[src/rtl/core/nmcs_pkg.sv]
`timescale 1ns / 1ps

package nmcs_pkg;

	// Width of every period register
	localparam int PERIOD_BITS = 24;
	localparam int CFG_DATA_BITS = 24;
	localparam int CFG_INDEX_BITS = 3;

	// Register indexes on the configuration port
	localparam logic [CFG_INDEX_BITS-1:0] REG_DISPLAY_ENABLE = 3'd0;
	localparam logic [CFG_INDEX_BITS-1:0] REG_TEMP_INTEGER   = 3'd1;
	localparam logic [CFG_INDEX_BITS-1:0] REG_TEMP_DECIMAL   = 3'd2;
	localparam logic [CFG_INDEX_BITS-1:0] REG_SCAN_PERIOD    = 3'd3;
	localparam logic [CFG_INDEX_BITS-1:0] REG_SECOND_PERIOD  = 3'd4;
	localparam logic [CFG_INDEX_BITS-1:0] REG_ANIM_PERIOD    = 3'd5;

	// Reset values of the period registers
	localparam logic [PERIOD_BITS-1:0] SCAN_PERIOD_RST   = 24'd2000;
	localparam logic [PERIOD_BITS-1:0] SECOND_PERIOD_RST = 24'd1000000;
	localparam logic [PERIOD_BITS-1:0] ANIM_PERIOD_RST   = 24'd100000;

	// Item function and display modes
	localparam logic FUNC_TICK    = 1'b0;
	localparam logic FUNC_SETTIME = 1'b1;

	typedef enum logic [1:0] {
		MODE_TIME   = 2'd0,
		MODE_TEMP   = 2'd1,
		MODE_MANUAL = 2'd2,
		MODE_ANIM   = 2'd3
	} mode_t;

	// Cathode codes
	localparam logic [3:0] CODE_BLANK = 4'd14;
	localparam logic [3:0] CODE_OFF   = 4'd15;

	// Clock limits
	localparam logic [6:0] MAX_SEC_MIN = 7'd59;

	// v / 10 by reciprocal multiply; the 4-bit result is exact for v below 160
	function automatic logic [3:0] bcd_tens(input logic [7:0] v);
		logic [15:0] prod;
		prod = {8'd0, v} * 16'd205;
		return prod[14:11];
	endfunction

	function automatic logic [3:0] bcd_units(input logic [7:0] v);
		logic [15:0] prod;
		logic [4:0]  quo;
		logic [7:0]  tenx;
		prod = {8'd0, v} * 16'd205;
		quo  = prod[15:11];
		// 10 * quo as 8 * quo + 2 * quo
		tenx = {quo[4:0], 3'b000} + {2'b00, quo, 1'b0};
		return 4'(v - tenx);
	endfunction

endpackage

[src/rtl/core/nmcs_timer.sv]
`timescale 1ns / 1ps

// Saturating tick timer: fires on the tick that brings the count to period.
module nmcs_timer
	import nmcs_pkg::*;
#(
	parameter int COUNTER_BITS = 24
) (
	input  logic                   clk,
	input  logic                   arst_n,
	input  logic                   tick,
	input  logic                   clear,
	input  logic [PERIOD_BITS-1:0] period,
	output logic                   fire
);

	localparam int CmpBits = (COUNTER_BITS > PERIOD_BITS) ? COUNTER_BITS : PERIOD_BITS;

	logic [COUNTER_BITS-1:0] elapsed_q;
	logic [COUNTER_BITS-1:0] count_inc;

	assign count_inc = (&elapsed_q) ? elapsed_q
		: elapsed_q + {{(COUNTER_BITS-1){1'b0}}, 1'b1};
	assign fire = tick && (CmpBits'(count_inc) >= CmpBits'(period));

	always_ff @(posedge clk or negedge arst_n) begin
		if (!arst_n) begin
			elapsed_q <= '0;
		end else if (clear || fire) begin
			elapsed_q <= '0;
		end else if (tick) begin
			elapsed_q <= count_inc;
		end
	end

endmodule

[src/rtl/core/nixie_multiplex_clock_scanner.sv]
`timescale 1ns / 1ps

// Four-tube multiplexed clock display scanner.
// Input channel (in_valid / in_stall): one transaction is either a time-base
// tick (func = 0) or a set-time load (func = 1), plus the display mode and the
// manual digit codes. Output channel (out_valid / out_stall): one transaction
// per input transaction, carrying anode select, cathode code, dots, the hour
// rollover flag and the current hour, minute and second.
// A transaction lands in the input register and then updates the display/clock
// state, which doubles as the result register. Throughput is one transaction
// per cycle while the receiver does not stall; all per-item work is one
// short combinational pass (timer compare, clock increment, divide-by-ten).
// If the receiver stalls, the result holds and the input register holds, so
// in_stall rises only when both are full; one extra transaction is absorbed.
// Reset (arst_n low, asynchronous) clears the clock, timers, dots and anodes,
// sets the animation direction to lighting, blanks the display enable and
// loads the default periods. The user must write configuration via cfg_we /
// cfg_index / cfg_data only while no transaction is in flight (not enforced).
module nixie_multiplex_clock_scanner
	import nmcs_pkg::*;
#(
	parameter int COUNTER_BITS = 24
) (
	input  logic                      clk,
	input  logic                      arst_n,
	// configuration write port
	input  logic                      cfg_we,
	input  logic [CFG_INDEX_BITS-1:0] cfg_index,
	input  logic [CFG_DATA_BITS-1:0]  cfg_data,
	// input channel
	input  logic                      in_valid,
	output logic                      in_stall,
	input  logic                      func,
	input  logic [1:0]                mode,
	input  logic [4:0]                set_hour,
	input  logic [5:0]                set_minute,
	input  logic [5:0]                set_second,
	input  logic [15:0]               manual_digits,
	// output channel
	output logic                      out_valid,
	input  logic                      out_stall,
	output logic [3:0]                tube_select,
	output logic [3:0]                digit_code,
	output logic [3:0]                dot_lines,
	output logic                      hour_done,
	output logic [4:0]                cur_hour,
	output logic [5:0]                cur_minute,
	output logic [5:0]                cur_second
);

	// Configuration registers
	logic                   display_enable_q;
	logic [7:0]             temp_integer_q;
	logic [6:0]             temp_decimal_q;
	logic [PERIOD_BITS-1:0] scan_period_q;
	logic [PERIOD_BITS-1:0] second_period_q;
	logic [PERIOD_BITS-1:0] anim_period_q;

	always_ff @(posedge clk or negedge arst_n) begin
		if (!arst_n) begin
			display_enable_q <= 1'b0;
			temp_integer_q   <= '0;
			temp_decimal_q   <= '0;
			scan_period_q    <= SCAN_PERIOD_RST;
			second_period_q  <= SECOND_PERIOD_RST;
			anim_period_q    <= ANIM_PERIOD_RST;
		end else if (cfg_we) begin
			unique case (cfg_index)
				REG_DISPLAY_ENABLE: display_enable_q <= cfg_data[0];
				REG_TEMP_INTEGER:   temp_integer_q   <= cfg_data[7:0];
				REG_TEMP_DECIMAL:   temp_decimal_q   <= cfg_data[6:0];
				REG_SCAN_PERIOD:    scan_period_q    <= cfg_data[PERIOD_BITS-1:0];
				REG_SECOND_PERIOD:  second_period_q  <= cfg_data[PERIOD_BITS-1:0];
				REG_ANIM_PERIOD:    anim_period_q    <= cfg_data[PERIOD_BITS-1:0];
				default: ;
			endcase
		end
	end

	// ---------------------------------------------------------------
	// Input register stage
	// ---------------------------------------------------------------
	logic        valid_s1;
	logic        func_s1;
	mode_t       mode_s1;
	logic [4:0]  set_hour_s1;
	logic [5:0]  set_minute_s1;
	logic [5:0]  set_second_s1;
	logic [15:0] manual_s1;

	logic out_valid_q;
	logic advance;

	// s1 moves into the result register whenever that register is free or draining
	assign advance  = valid_s1 && (!out_valid_q || !out_stall);
	assign in_stall = valid_s1 && out_valid_q && out_stall;

	always_ff @(posedge clk or negedge arst_n) begin
		if (!arst_n) begin
			valid_s1 <= 1'b0;
		end else if (!in_stall) begin
			valid_s1 <= in_valid;
		end
	end

	always_ff @(posedge clk) begin
		if (in_valid && !in_stall) begin
			func_s1       <= func;
			mode_s1       <= mode_t'(mode);
			set_hour_s1   <= set_hour;
			set_minute_s1 <= set_minute;
			set_second_s1 <= set_second;
			manual_s1     <= manual_digits;
		end
	end

	// ---------------------------------------------------------------
	// Timers
	// ---------------------------------------------------------------
	logic tick;
	logic second_fire;
	logic anim_fire;
	logic scan_fire;

	assign tick = advance && (func_s1 == FUNC_TICK);

	nmcs_timer #(.COUNTER_BITS(COUNTER_BITS)) u_second_timer (
		.clk    (clk),
		.arst_n (arst_n),
		.tick   (tick && (mode_s1 == MODE_TIME)),
		.clear  (advance && (func_s1 == FUNC_SETTIME)),
		.period (second_period_q),
		.fire   (second_fire)
	);

	nmcs_timer #(.COUNTER_BITS(COUNTER_BITS)) u_anim_timer (
		.clk    (clk),
		.arst_n (arst_n),
		.tick   (tick && (mode_s1 == MODE_ANIM)),
		.clear  (1'b0),
		.period (anim_period_q),
		.fire   (anim_fire)
	);

	nmcs_timer #(.COUNTER_BITS(COUNTER_BITS)) u_scan_timer (
		.clk    (clk),
		.arst_n (arst_n),
		.tick   (tick),
		.clear  (1'b0),
		.period (scan_period_q),
		.fire   (scan_fire)
	);

	// ---------------------------------------------------------------
	// Display and clock state (also the result register)
	// ---------------------------------------------------------------
	logic [1:0] scan_pos_q;
	logic [4:0] hour_q;
	logic [5:0] minute_q;
	logic [5:0] second_q;
	logic [3:0] dot_q;
	logic [1:0] anim_pos_q;
	logic       anim_dir_q;
	logic [3:0] anode_q;
	logic [3:0] digit_q;
	logic       hour_done_q;

	// Next-state values for a tick transaction
	logic [6:0] sec_inc;
	logic [6:0] min_inc;
	logic [5:0] second_d;
	logic [5:0] minute_d;
	logic       hour_flag_d;
	logic [3:0] dot_d;
	logic [7:0] temp_mag;
	logic [7:0] val_a;
	logic [7:0] val_b;
	logic [3:0] tube_code;

	assign temp_mag = temp_integer_q[7] ? (~temp_integer_q + 8'd1) : temp_integer_q;

	always_comb begin
		// seconds/minutes run 7 bits wide so a loaded 63 still rolls over
		sec_inc     = {1'b0, second_q} + 7'd1;
		min_inc     = {1'b0, minute_q};
		second_d    = second_q;
		minute_d    = minute_q;
		hour_flag_d = 1'b0;
		dot_d       = dot_q;

		case (mode_s1)
			MODE_TIME: begin
				if (second_fire) begin
					dot_d[1] = ~dot_q[1];
					if (sec_inc > MAX_SEC_MIN) begin
						second_d = '0;
						min_inc  = {1'b0, minute_q} + 7'd1;
					end else begin
						second_d = sec_inc[5:0];
					end
					if (min_inc > MAX_SEC_MIN) begin
						minute_d    = '0;
						hour_flag_d = 1'b1;
					end else begin
						minute_d = min_inc[5:0];
					end
				end
			end
			MODE_TEMP: begin
				dot_d[1] = 1'b1;
				dot_d[0] = temp_integer_q[7];
			end
			MODE_ANIM: begin
				if (anim_fire) begin
					dot_d[anim_pos_q] = anim_dir_q;
				end
			end
			default: ;
		endcase

		// Digit for the tube the scan steps onto, from the updated clock in time mode
		if (mode_s1 == MODE_TIME) begin
			val_a = {3'b000, hour_q};
			val_b = {2'b00, minute_d};
		end else begin
			val_a = temp_mag;
			val_b = {1'b0, temp_decimal_q};
		end

		case (mode_s1)
			MODE_MANUAL: tube_code = manual_s1[{scan_pos_q, 2'b00} +: 4];
			MODE_ANIM:   tube_code = CODE_BLANK;
			default: begin
				case (scan_pos_q)
					2'd0:    tube_code = bcd_tens(val_a);
					2'd1:    tube_code = bcd_units(val_a);
					2'd2:    tube_code = bcd_tens(val_b);
					default: tube_code = bcd_units(val_b);
				endcase
			end
		endcase
	end

	always_ff @(posedge clk or negedge arst_n) begin
		if (!arst_n) begin
			scan_pos_q  <= '0;
			hour_q      <= '0;
			minute_q    <= '0;
			second_q    <= '0;
			dot_q       <= '0;
			anim_pos_q  <= '0;
			anim_dir_q  <= 1'b1;
			anode_q     <= '0;
			digit_q     <= '0;
			hour_done_q <= 1'b0;
			out_valid_q <= 1'b0;
		end else begin
			if (advance) begin
				out_valid_q <= 1'b1;
			end else if (!out_stall) begin
				out_valid_q <= 1'b0;
			end

			if (advance) begin
				if (func_s1 == FUNC_SETTIME) begin
					hour_q      <= set_hour_s1;
					minute_q    <= set_minute_s1;
					second_q    <= set_second_s1;
					hour_done_q <= 1'b0;
				end else begin
					minute_q    <= minute_d;
					second_q    <= second_d;
					hour_done_q <= hour_flag_d;
					dot_q       <= dot_d;
					if (anim_fire) begin
						if (&anim_pos_q) begin
							anim_dir_q <= ~anim_dir_q;
						end
						anim_pos_q <= anim_pos_q + 2'd1;
					end
					if (scan_fire) begin
						anode_q    <= 4'b0001 << scan_pos_q;
						digit_q    <= display_enable_q ? tube_code : CODE_OFF;
						scan_pos_q <= scan_pos_q + 2'd1;
					end
				end
			end
		end
	end

	assign out_valid   = out_valid_q;
	assign tube_select = anode_q;
	assign digit_code  = digit_q;
	assign dot_lines   = dot_q;
	assign hour_done   = hour_done_q;
	assign cur_hour    = hour_q;
	assign cur_minute  = minute_q;
	assign cur_second  = second_q;

endmodule

[config.mk]
export PLATFORM = sky130hd
export DESIGN_NAME = nixie_multiplex_clock_scanner
export DESIGN_NICKNAME = d
export VERILOG_FILES = /design/src/rtl/core/nmcs_pkg.sv /design/src/rtl/core/nmcs_timer.sv /design/src/rtl/core/nixie_multiplex_clock_scanner.sv
export SDC_FILE = /design/constraint.sdc
export NUM_CORES = 1
export LEC_CHECK = 0
export ABC_AREA = 1
export BUFFER_PORTS_ARGS = -buffer_cell sky130_fd_sc_hd__buf_2
export CORE_MARGIN = 2
export CORE_UTILIZATION = 30
export DETAILED_ROUTE_END_ITERATION = 6
export GPL_TIMING_DRIVEN = 0
export HOLD_SLACK_MARGIN = 0.1
export PLACE_DENSITY_LB_ADDON = 0.25
export REMOVE_ABC_BUFFERS = 1
export SLEW_MARGIN = 20
export SYNTH_ARGS = -nofsm -noshare
export SYNTH_HDL_FRONTEND = slang
export SYNTH_HIERARCHICAL = 1
export SYNTH_SLANG_ARGS = --single-unit
[constraint.sdc]
create_clock -name clk -period 11.1 [get_ports clk]
set_input_delay 1.11 -clock clk [delete_from_list [all_inputs] [get_ports clk]]
set_output_delay 1.11 -clock clk [all_outputs]
set_load 0.02 [all_outputs]
After elaboration in Yosys (flattened, before gate mapping). Index checks and enable logic that the tools add are counted.

Memories kept: 0. Bits in latches: 0. Register bits after elaboration: 233. ROM bits: 0. Bits in writable memories: 0. Output and inout bits: 32.

Reduce and logical (&&, ||, !) cells: 44. Shift operators: 2. Add/subtract/negate cells: 12. $mul: 2. Magnitude comparators: 7. Div/mod/pow operators: 0. Equal/unequal tests: 13. Multiplexer cells: 39. Bitwise logic cells: 4.

Operator list (count): 2-to-1 mux 24 bit (9); adder 24 x 1 -> 24 bit, second input constant (3); >= comparator 24 bit (3); AND reduction 24 bit (3); 2-to-1 mux 6 bit (8); 2-to-1 mux 7 bit (4); 2-to-1 mux 8 bit (2); variable part select 16 x 5 -> 4 bit (1); multiplier 7 x 8 -> 15 bit, second input constant (1); multiplier 8 x 8 -> 15 bit, second input constant (1); adder 6 x 1 -> 7 bit, second input constant (2); greater-than comparator 7 x 6 -> 1 bit, second input constant (2); AND reduction 2 bit (7); logical AND 1 bit (12); one-hot mux 4 bit (3 select lines) (1); nonzero test 2 bit (6); AND reduction 5 bit (2); AND reduction 3 bit (3); adder 4 bit (2); adder 8 x 1 -> 8 bit, second input constant (1); 2-to-1 mux 1 bit (8); NOT 8 bit (1); one-hot mux 4 bit (2 select lines) (1); AND reduction 4 bit (2); 24 further kinds (38).

Depth between registers and ports, before layout. Gate-level depths: netlist of run 1.

Depth after elaboration: 19. Mapped depth: 55. Gate-level depth less buffers: 52.

By module. The synthesis of run 1 kept the hierarchy.

Modules (own cells, without submodules): nixie_multiplex_clock_scanner (instances 1, area each 9240.1 um^2, cells each 1011); nmcs_timer (u_anim_timer ...) (instances 2, area each 2534.9 um^2, cells each 393); nmcs_timer (u_second_timer) (instances 1, area each 2454.9 um^2, cells each 391).

Worst setup path before layout of run 1. Ideal clock, no wire load.

Kind: input to register. Start point: input out_stall. End point: register digit_q[3], in the netlist digit_code[3]. Stages: 43. Arrival: 7.221 ns. Required time: 11.027 ns. Setup slack: 3.806 ns. Path buffers: 3. Cells stage by stage: nand2_1 inv_1 nor2_1 inv_1 nor2_1 inv_1 nor2_1 buf_2 buf_2 inv_1 nor2_1 inv_1 nor2_1 clkbuf_8 o22ai_1 or2_2 o21ai_0 inv_1 [7 not listed] inv_1 ha_1 nand3_1 inv_1 a311o_1 nor2_1 xor2_1 inv_2 ha_1 nand2_1 nand3_1 nand2_1 nand2_1 nand2_1 nand3_1 nand2_1 nand2_1 a21oi_2.

Word-level cells in the longest chain between the ends: 15. Elaborated cells between the ends (all ways): 17.

RTL lines: from (decl) (line nixie_multiplex_clock_scanner.sv:41) `input logic out_stall,`; logical NOT 1 bit *; logical OR 1 bit * (line nixie_multiplex_clock_scanner.sv:95) `assign advance = valid_s1 && (!out_valid_q || !out_stall);`; logical AND 1 bit * (line nixie_multiplex_clock_scanner.sv:95); logical AND 1 bit * (line nixie_multiplex_clock_scanner.sv:125) `assign tick = advance && (func_s1 == FUNC_TICK);`; named net tick (line nixie_multiplex_clock_scanner.sv:120) `logic tick;`; logical AND 1 bit * (line nixie_multiplex_clock_scanner.sv:130) `.tick (tick && (mode_s1 == MODE_TIME)),`; logical AND 1 bit * (line nmcs_timer.sv:24) `assign fire = tick && (CmpBits'(count_inc) >= CmpBits'(period));`; named net second_fire (line nixie_multiplex_clock_scanner.sv:121) `logic second_fire;`; 2-to-1 mux 6 bit * (line nixie_multiplex_clock_scanner.sv:193) `if (second_fire) begin`; 2-to-1 mux 6 bit * (line nixie_multiplex_clock_scanner.sv:191) `case (mode_s1)`; 2-to-1 mux 7 bit * (line nixie_multiplex_clock_scanner.sv:222) `if (mode_s1 == MODE_TIME) begin`; multiplier 7 x 8 -> 15 bit (line nmcs_pkg.sv:52) `prod = {8'd0, v} * 16'd205;`; adder 4 bit (line nmcs_pkg.sv:55) `tenx = {quo[4:0], 3'b000} + {2'b00, quo, 1'b0};`; subtractor 4 bit (line nmcs_pkg.sv:56) `return 4'(v - tenx);`; one-hot mux 4 bit (3 select lines) * (line nixie_multiplex_clock_scanner.sv:234) `case (scan_pos_q)`; one-hot mux 4 bit (2 select lines) * (line nixie_multiplex_clock_scanner.sv:230) `case (mode_s1)`; 2-to-1 mux 4 bit * (line nixie_multiplex_clock_scanner.sv:283) `digit_q <= display_enable_q ? tube_code : CODE_OFF;`; to (signal assigned) (line nixie_multiplex_clock_scanner.sv:283); to (decl) (line nixie_multiplex_clock_scanner.sv:165) `logic [3:0] digit_q;`.

The timed path passes the listed nets; every way through them passes the cells marked *. A chain may end at the register's enable or synchronous reset.

Worst setup path after layout of run 1.
Start point: register u_second_timer.elapsed_q[0]. End point: register digit_q[3], in the netlist digit_code[3].

Word-level cells in the longest chain between the ends: 13. Elaborated cells between the ends (all ways): 14.

RTL lines: from (decl) (line nmcs_timer.sv:19) `logic [COUNTER_BITS-1:0] elapsed_q;`; from (signal assigned) (line nmcs_timer.sv:32) `elapsed_q <= count_inc;`; adder 24 x 1 -> 24 bit or AND reduction 24 bit (tied branches) (line nmcs_timer.sv:23, nmcs_timer.sv:22); 2-to-1 mux 24 bit * (line nmcs_timer.sv:22) `assign count_inc = (&elapsed_q) ? elapsed_q`; >= comparator 24 bit * (line nmcs_timer.sv:24); logical AND 1 bit * (line nmcs_timer.sv:24); named net second_fire (line nixie_multiplex_clock_scanner.sv:121); 2-to-1 mux 6 bit * (line nixie_multiplex_clock_scanner.sv:193); 2-to-1 mux 6 bit * (line nixie_multiplex_clock_scanner.sv:191); 2-to-1 mux 7 bit * (line nixie_multiplex_clock_scanner.sv:222); multiplier 7 x 8 -> 15 bit (line nmcs_pkg.sv:52); adder 4 bit (line nmcs_pkg.sv:55); subtractor 4 bit (line nmcs_pkg.sv:56); one-hot mux 4 bit (3 select lines) * (line nixie_multiplex_clock_scanner.sv:234); one-hot mux 4 bit (2 select lines) * (line nixie_multiplex_clock_scanner.sv:230); 2-to-1 mux 4 bit * (line nixie_multiplex_clock_scanner.sv:283).

Marked as above.

==> impl_table.tex, run 1 <==
\begin{tabular}{lr}
\hline
Metric & Value \\
\hline
\multicolumn{2}{l}{\textbf{Synth}} \\
Synth top area share & 0.264 \\
Cell type with the highest aggregate area in the netlist & dfrtp\_1 \\
Number of distinct library cell variants in the gate-level netlist after synthesis & 54 \\
Ranking of synthesized cells by area & dfrtp\_1 26\%, nand2\_1 15\%, ha\_1 12\%, inv\_1 6.6\%, edfxtp\_1 6.4\% \\
FF+latch count, synth & 233 \\
Library cell with the highest instance count after synthesis & nand2\_1 \\
Top FF cell, synth & dfrtp\_1 \\
Sequential cell area fraction in the yosys report & 0.360 \\
Per-instance average area after synthesis & roughly 7.7 um\^{}2 \\
FFs w/ async S/R, synth & 0.845 \\
Total standard cell area after synthesis & 16,800 um\^{}2 \\
Most instantiated cells after synthesis & 653 x nand2\_1, 295 x inv\_1, 177 x dfrtp\_1 \\
Count of synthesis-stage warnings from yosys & 6 \\
Number of instances in the synthesized netlist & 2,188 \\
Number of enable-type register cells in the synthesized netlist & 36 \\
\multicolumn{2}{l}{\textbf{Timing}} \\
Upper clock frequency limit & 0.114 GHz \\
Fin. Hold Viols & 0 \\
Max Transition Viols Final & 0 \\
Final setup violation count & 0 \\
Time the final worst path needs with I/O delays and setup & 8.79 ns \\
Slew Limit Headroom & 0.258 \\
Worst slew pin tran & 1.11 ns \\
Final setup slack of the worst path & 2.31 ns \\
RSZ-0062 raised after global routing & false \\
Worst-case clock skew & about 0.021 ns \\
Final worst path period share & 0.792 \\
\multicolumn{2}{l}{\textbf{Die}} \\
X dimension of the die & 240 um \\
Num rows & 86 \\
DIE AREA & about 58,000 um\^{}2 \\
Die outline height & 240 um \\
Ports & 100 \\
Starting density of the core & 0.304 \\
Core Region & 55,200 um\^{}2 \\
\multicolumn{2}{l}{\textbf{Worst setup path}} \\
Max incr delay on CP & 0.78 ns \\
Crit path arrival time & 9.29 ns \\
Cell with the largest stage delay on the worst path & nor2\_1 \\
Required @ worst endpoint & 11.60 ns \\
Type of element capturing the critical path & flip-flop \\
Startpoint type of the worst setup path & flip-flop \\
WS Path Type & reg -> reg \\
Highest fanout seen on the critical path & 24 \\
\multicolumn{2}{l}{\textbf{Run status}} \\
Outcome & finished, final reports clean \\
\multicolumn{2}{l}{\textbf{Clocking}} \\
CTS resizes & 0 \\
Number of sinks on the clock net & 233 \\
Worst-Skew Late Latency & roughly 0.57 ns \\
Clock tree from TritonCTS & done \\
Clk slew on worst S/H paths & about 0.06 ns \\
Number of buffers on the longest clock path & 3 \\
Root Buffer & clkbuf\_16 \\
Level count of the clock H-tree & 1 \\
TritonCTS buffer count & 28 \\
CTS Hold Buffers Added & 0 \\
Post-CTS setup buffer count & 0 \\
\multicolumn{2}{l}{\textbf{Drt}} \\
Remaining routing DRC violations & 0 \\
Detailed router's first-iteration violation count & 856 \\
Antenna Violating Nets Remaining & 0 \\
Overall via count from detail\_route & 14.2k \\
Wirelength, routed & 44,000 um \\
Wire per inst & 14.5 um \\
Drt pass-1 iters & 5 \\
Via density & around 4.7 \\
\multicolumn{2}{l}{\textbf{Power and ir drop}} \\
Pint & around 2.2 mW \\
Power density over the cells & around 190 nW/um\^{}2 \\
Sequential power share & 0.288 \\
Static leakage & 9.88 nW \\
Combinational fraction of design power & 0.417 \\
VDD IR-drop max & 0.123 mV \\
Share of total power in the clock network & 0.295 \\
Fraction of power spent switching nets & 0.389 \\
Total chip power & $\sim$3.7 mW \\
Switching power total & 1.43 mW \\
\multicolumn{2}{l}{\textbf{Placed design}} \\
Gpl congestion & roughly 0.87 \\
Detailed Place HPWL & around 34,000 um \\
I/O Buffers & 99 \\
Placed cell areas & approximately 18,000 um\^{}2 \\
Worst setup slack before clock tree synthesis & 2.22 ns \\
\multicolumn{2}{l}{\textbf{Global routing}} \\
Vias in the first global route & 13.8k \\
GRT Residual Overflow & 0 \\
Overall track demand over capacity in global routing & 0.155 \\
Maximum number of pins on one net before global-route repair & 94 \\
Number of antenna violations at the first check in global routing & 2 \\
First-pass GRT wire length & 72,500 um \\
\multicolumn{2}{l}{\textbf{Flow run}} \\
Number of violations of the max-capacitance limit & 0 \\
\multicolumn{2}{l}{\textbf{Layout}} \\
Finished Cell Area & a little under 20,000 um\^{}2 \\
Fraction of layout instances using a drive strength above 1 & 0.137 \\
Fill cell total of the finished layout & 5,759 \\
Final core area utilization & 0.348 \\
Layout-stage area growth over the synthesis result & 14.6\% \\
Final net count & 2,524 \\
\multicolumn{2}{l}{\textbf{Min path}} \\
Hold Crit Class & in -> async \\
\hline
\end{tabular}
[area by class of cell]
cell class | instances | area [um^2] | area share
timing repair buffer | 110 | 719 | 0.0375
antenna | 1 | 2.50 | 0.000130
clock buffer | 35 | 778 | 0.0405
sequential | 233 | 6040 | 0.314
inverter | 308 | 1160 | 0.0603
multi-input combinational | 1592 | 9270 | 0.482
clock inverter | 17 | 312 | 0.0162
tap | 748 | 936 | 0.0487
[state kept, by name, indices dropped and copies added (netlist names), 4 cells and up]
signal	cells
anim_period_q	24
cur_second	6
u_anim_timer/elapsed_q	24
set_second_s1	6
tube_select	4
cur_hour	5
digit_code	4
manual_s1	16
set_minute_s1	6
u_second_timer/elapsed_q	24
scan_period_q	24
temp_integer_q	8
set_hour_s1	5
temp_decimal_q	7
dot_lines	4
cur_minute	6
second_period_q	24
u_scan_timer/elapsed_q	24
[metrics by stage]
step | hold WS [ns] | cells | setup TNS [ns]
2_1_floorplan | 0.426 | 2133 | 0
3_3_place_gp | 0.436 | 2980 | -1.87
3_5_place_dp | 0.439 | 2991 | 0
4_1_cts | 0.345 | 3043 | 0
5_1_grt | 0.350 | 3044 | 0
6_report | 0.370 | 3044 | 0
[path summary, 6_finish.rpt]
path                       slack, ns                    endpoint                        start  cells after the start
max                             2.31               digit_code[3]  u_second_timer/elapsed_q[0]                     49
min                             0.37  u_anim_timer/elapsed_q[18]                       arst_n                      1
max reg2reg                     2.31               digit_code[3]  u_second_timer/elapsed_q[0]                     49
min reg2reg                     0.45                 cur_hour[2]               set_hour_s1[2]                      2
max in group asynchronous       9.97                  anim_dir_q                       arst_n                      2
min in group clk                0.45                 cur_hour[2]               set_hour_s1[2]                      2
[metal layers]
metal / share of wire / vias up / GRT usage
met2: 0.47 / 229 / 0.261
met4: 0.023 / 0 / 0.0422
met1: 0.47 / 6698 / 0.212
met5: 0 / - / 0
met3: 0.035 / 61 / 0.0162
li1: - / 7201 / -
[power groups by stage]
stage | Sequential, mW | Combinational [mW] | Clock, mW
finish | 1.06 | 1.53 | 1.08
global route | 1.07 | 1.79 | 1.14
CTS | 1.06 | 1.55 | 1.11
detailed placement | 1.07 | 1.53 | 0
global placement | 1.07 | 1.48 | 0
floorplan | 1.08 | 1.12 | 0
[critical path: cells and delay by family (launching register included)]
family                     cells  cell delay (ns)
buffers and inverters         11             0.90
AOI/OAI and AO/OA              5             0.89
DFF                            1             0.46
xor gates and xnor gates       1             0.19
adders and majority gates      8             2.85
and+or+nand+nor               24             3.41
[cells in the final DEF, fill, tap and decap left out, types with 5 or more instances in the layout]
cell type,instances
inv_1,294
o211ai_1,9
dfstp_2,20
nor2_1,156
xor2_1,39
dfrtp_1,177
bufinv_16,8
inv_2,10
o21bai_1,9
a21oi_1,65
or2_2,6
clkbuf_16,29
nor2_2,16
nand4_1,88
nor2_4,11
o21ai_0,118
buf_2,98
fa_1,19
ha_1,164
nand2_4,12
nand3_2,5
nand2_1,651
nand2_2,67
o22ai_1,7
nand3_1,82
nor3_1,11
edfxtp_1,36
xnor2_1,19
[cell families (layout without fill, tap and decap cells)]
family	count (synthesis)	in the layout	synth area share
AOI/OAI and AO/OA	234	234	0.0774
xor gates and xnor gates	58	58	0.0303
adders and majority gates	183	183	0.145
buffers and inverters	366	470	0.0902
DFF	233	233	0.360
muxes	1	1	0.000597
other	1	5	0.000224
and+or+nand+nor	1112	1112	0.296
Note: power is estimated with default switching activity, not from simulation.
==> run 2, diff against run 1 <==
==> constraint.sdc (replaced) <==
create_clock -name clk -period 7.3 [get_ports clk]
set_input_delay 0.73 -clock clk [delete_from_list [all_inputs] [get_ports clk]]
set_output_delay 0.73 -clock clk [all_outputs]
set_load 0.02 [all_outputs]
==> run 2 against run 1 <==
Net effect: clock power increased by 53%; critical path type unchanged; largest cell class unchanged; clock skew about the same; highest routed layer unchanged; worst setup slack got worse by 2.1 ns; combinational power increased by 71%.
==> impl_table.tex, run 2 (synthesis gave the netlist of run 1 again) <==
\begin{tabular}{lr}
\hline
Metric & Value \\
\hline
\multicolumn{2}{l}{\textbf{Drt}} \\
Remaining routing DRC violations & 0 \\
Overall via count from detail\_route & 14.4k \\
Via density & around 4.7 \\
Detailed router's first-iteration violation count & 891 \\
Wire per inst & around 15 um \\
Antenna Violating Nets Remaining & 0 \\
Drt pass-1 iters & 6 \\
Wirelength, routed & $\sim$45,000 um \\
\multicolumn{2}{l}{\textbf{Worst setup path}} \\
Highest fanout seen on the critical path & 13 \\
Depth of the most critical reg-to-reg path & 48 \\
R2r startpoint & u\_second\_timer/elapsed\_q[1] \\
R2r endpoint & digit\_code[3] \\
Critical path's most frequent cell & nand2\_1 \\
Crit path arrival time & between 7 and 8 ns \\
WS Path Type & reg -> reg \\
Cell with the largest stage delay on the worst path & fa\_1 \\
Max incr delay on CP & between 0.5 and 0.6 ns \\
Type of element capturing the critical path & flip-flop \\
Worst reg2reg setup slack & approximately 0.19 ns \\
Startpoint of the worst setup timing path & u\_second\_timer/elapsed\_q[1] \\
Startpoint type of the worst setup path & flip-flop \\
Required @ worst endpoint & 7.79 ns \\
\multicolumn{2}{l}{\textbf{Global routing}} \\
Maximum number of pins on one net before global-route repair & 94 \\
Vias in the first global route & roughly 14k \\
GRT Residual Overflow & 0 \\
Number of antenna violations at the first check in global routing & 2 \\
Overall track demand over capacity in global routing & 0.158 \\
First-pass GRT wire length & 73,400 um \\
\multicolumn{2}{l}{\textbf{Clocking}} \\
Number of sinks on the clock net & about 230 \\
Clk slew on worst S/H paths & 0.06 ns \\
Clock tree from TritonCTS & done \\
Root Buffer & clkbuf\_16 \\
TritonCTS buffer count & 28 \\
Number of buffers on the longest clock path & 3 \\
Worst-Skew Late Latency & 0.57 ns \\
Level count of the clock H-tree & 1 \\
\multicolumn{2}{l}{\textbf{Layout}} \\
Final net count & 2,567 \\
Leading cell type in the layout, fill and taps excluded & nand2\_1 \\
Layout-stage area growth over the synthesis result & 20.1\% \\
Commonest non-fill, non-tap cells in the layout & 627 x nand2\_1, 281 x inv\_1, 170 x dfrtp\_1, 146 x ha\_1, 128 x nor2\_1 \\
Fraction of layout instances using a drive strength above 1 & 0.197 \\
\multicolumn{2}{l}{\textbf{Timing}} \\
Max Transition Viols Final & 0 \\
Time the final worst path needs with I/O delays and setup & 7.11 ns \\
Worst-case clock skew & roughly 0.021 ns \\
Upper clock frequency limit & 0.141 GHz \\
Fin. Hold Viols & 0 \\
RSZ-0062 raised after global routing & true \\
Slew Limit Headroom & 0.251 \\
Final setup violation count & 0 \\
Worst slew pin tran & around 1.1 ns \\
Final worst path period share & 0.974 \\
Setup TNS & 0 ns \\
\multicolumn{2}{l}{\textbf{Die}} \\
Ports & 100 \\
Starting density of the core & 0.304 \\
X dimension of the die & between 200 and 250 um \\
Num rows & between 80 and 90 \\
DIE AREA & between 50,000 and 60,000 um\^{}2 \\
Die outline height & 240 um \\
Core Region & 55,200 um\^{}2 \\
\multicolumn{2}{l}{\textbf{Power and ir drop}} \\
VDD IR-drop max & 0.202 mV \\
Static leakage & just over 10 nW \\
Total chip power & 5.87 mW \\
Power density over the cells & a little under 300 nW/um\^{}2 \\
\multicolumn{2}{l}{\textbf{Placed design}} \\
Gpl congestion & 0.873 \\
Detailed Place HPWL & approximately 34,000 um \\
I/O Buffers & 99 \\
\multicolumn{2}{l}{\textbf{Min path}} \\
Hold Crit Class & in -> reg \\
Worst hold path stage count & 1 \\
End of the worst hold path & manual\_s1[11] \\
Hold Startpoint & manual\_digits[11] \\
\multicolumn{2}{l}{\textbf{Run status}} \\
Outcome & finished, final reports clean \\
\multicolumn{2}{l}{\textbf{Flow run}} \\
Number of violations of the max-capacitance limit & 0 \\
\hline
\end{tabular}
==> run 2: metal layers <==
layer  track usage  wire [um]
met3        0.0180       1820
met5             0          0
met4        0.0446       1070
met2         0.264      21500
met1         0.214      21000
==> run 2: area by class of cell <==
class,count,area [um^2]
Multi-Input combinational cell,1595,9830
Antenna cell,1,2.50
Timing Repair Buffer,150,1060
Clock inverter,17,312
Sequential cell,233,6040
Inverter,308,1170
Tap cell,748,936
Clock buffer,35,778
Fill cell,5658,35100
==> run 2: worst max-delay path, delay by kind of cell, from the launching register on <==
| family | cells | cell delay [ns] |
|---|---|---|
| adder cells (fa/ha/maj) | 8 | 2.48 |
| flip-flops | 1 | 0.45 |
| buffers and inverters | 11 | 0.90 |
| AO/OA/AOI/OAI | 5 | 0.77 |
| XOR/XNOR | 1 | 0.19 |
| AND/OR/NAND/NOR | 23 | 2.26 |
==> run 2: power by group <==
group          internal, mW  switching [mW]
Sequential             1.49           0.122
Clock                  1.04           0.608
Combinational          1.05            1.56
==> run 2: worst max-delay path by stage <==
stage / endpoint / slack [ns]
after detailed placement: digit_code[3] / -1.42
after CTS: digit_code[3] / 0.02
after global placement: digit_code[3] / -4.32
after floorplan: digit_code[3] / -1.30
final: digit_code[3] / 0.19
after global routing: digit_code[3] / -0.21
==> run 2: repair_timing <==
| action | CTS | global route |
|---|---|---|
| pin swaps | 8 | 51 |
| setup endpoints to repair | 4 | 3 |
| gates cloned | 1 | 2 |
| gates resized for setup | 38 | 97 |
| endpoints found under the hold margin | 16 | 0 |
| hold buffers | 1 | 0 |
| setup buffers | 19 | 21 |
==> run 2: metrics by stage <==
step	instances	cell area, um^2	setup WS [ns]	utilization	hold slack [ns]
floorplan	2133	16400	-1.30	-	0.426
global placement	2980	17900	-4.32	0.323	0.436
detailed placement	2991	18100	-1.42	0.328	0.439
CTS	3064	19500	0.0171	0.353	0.314
global route	3087	20100	-0.214	0.365	0.331
finish	3087	20100	0.192	0.365	0.342
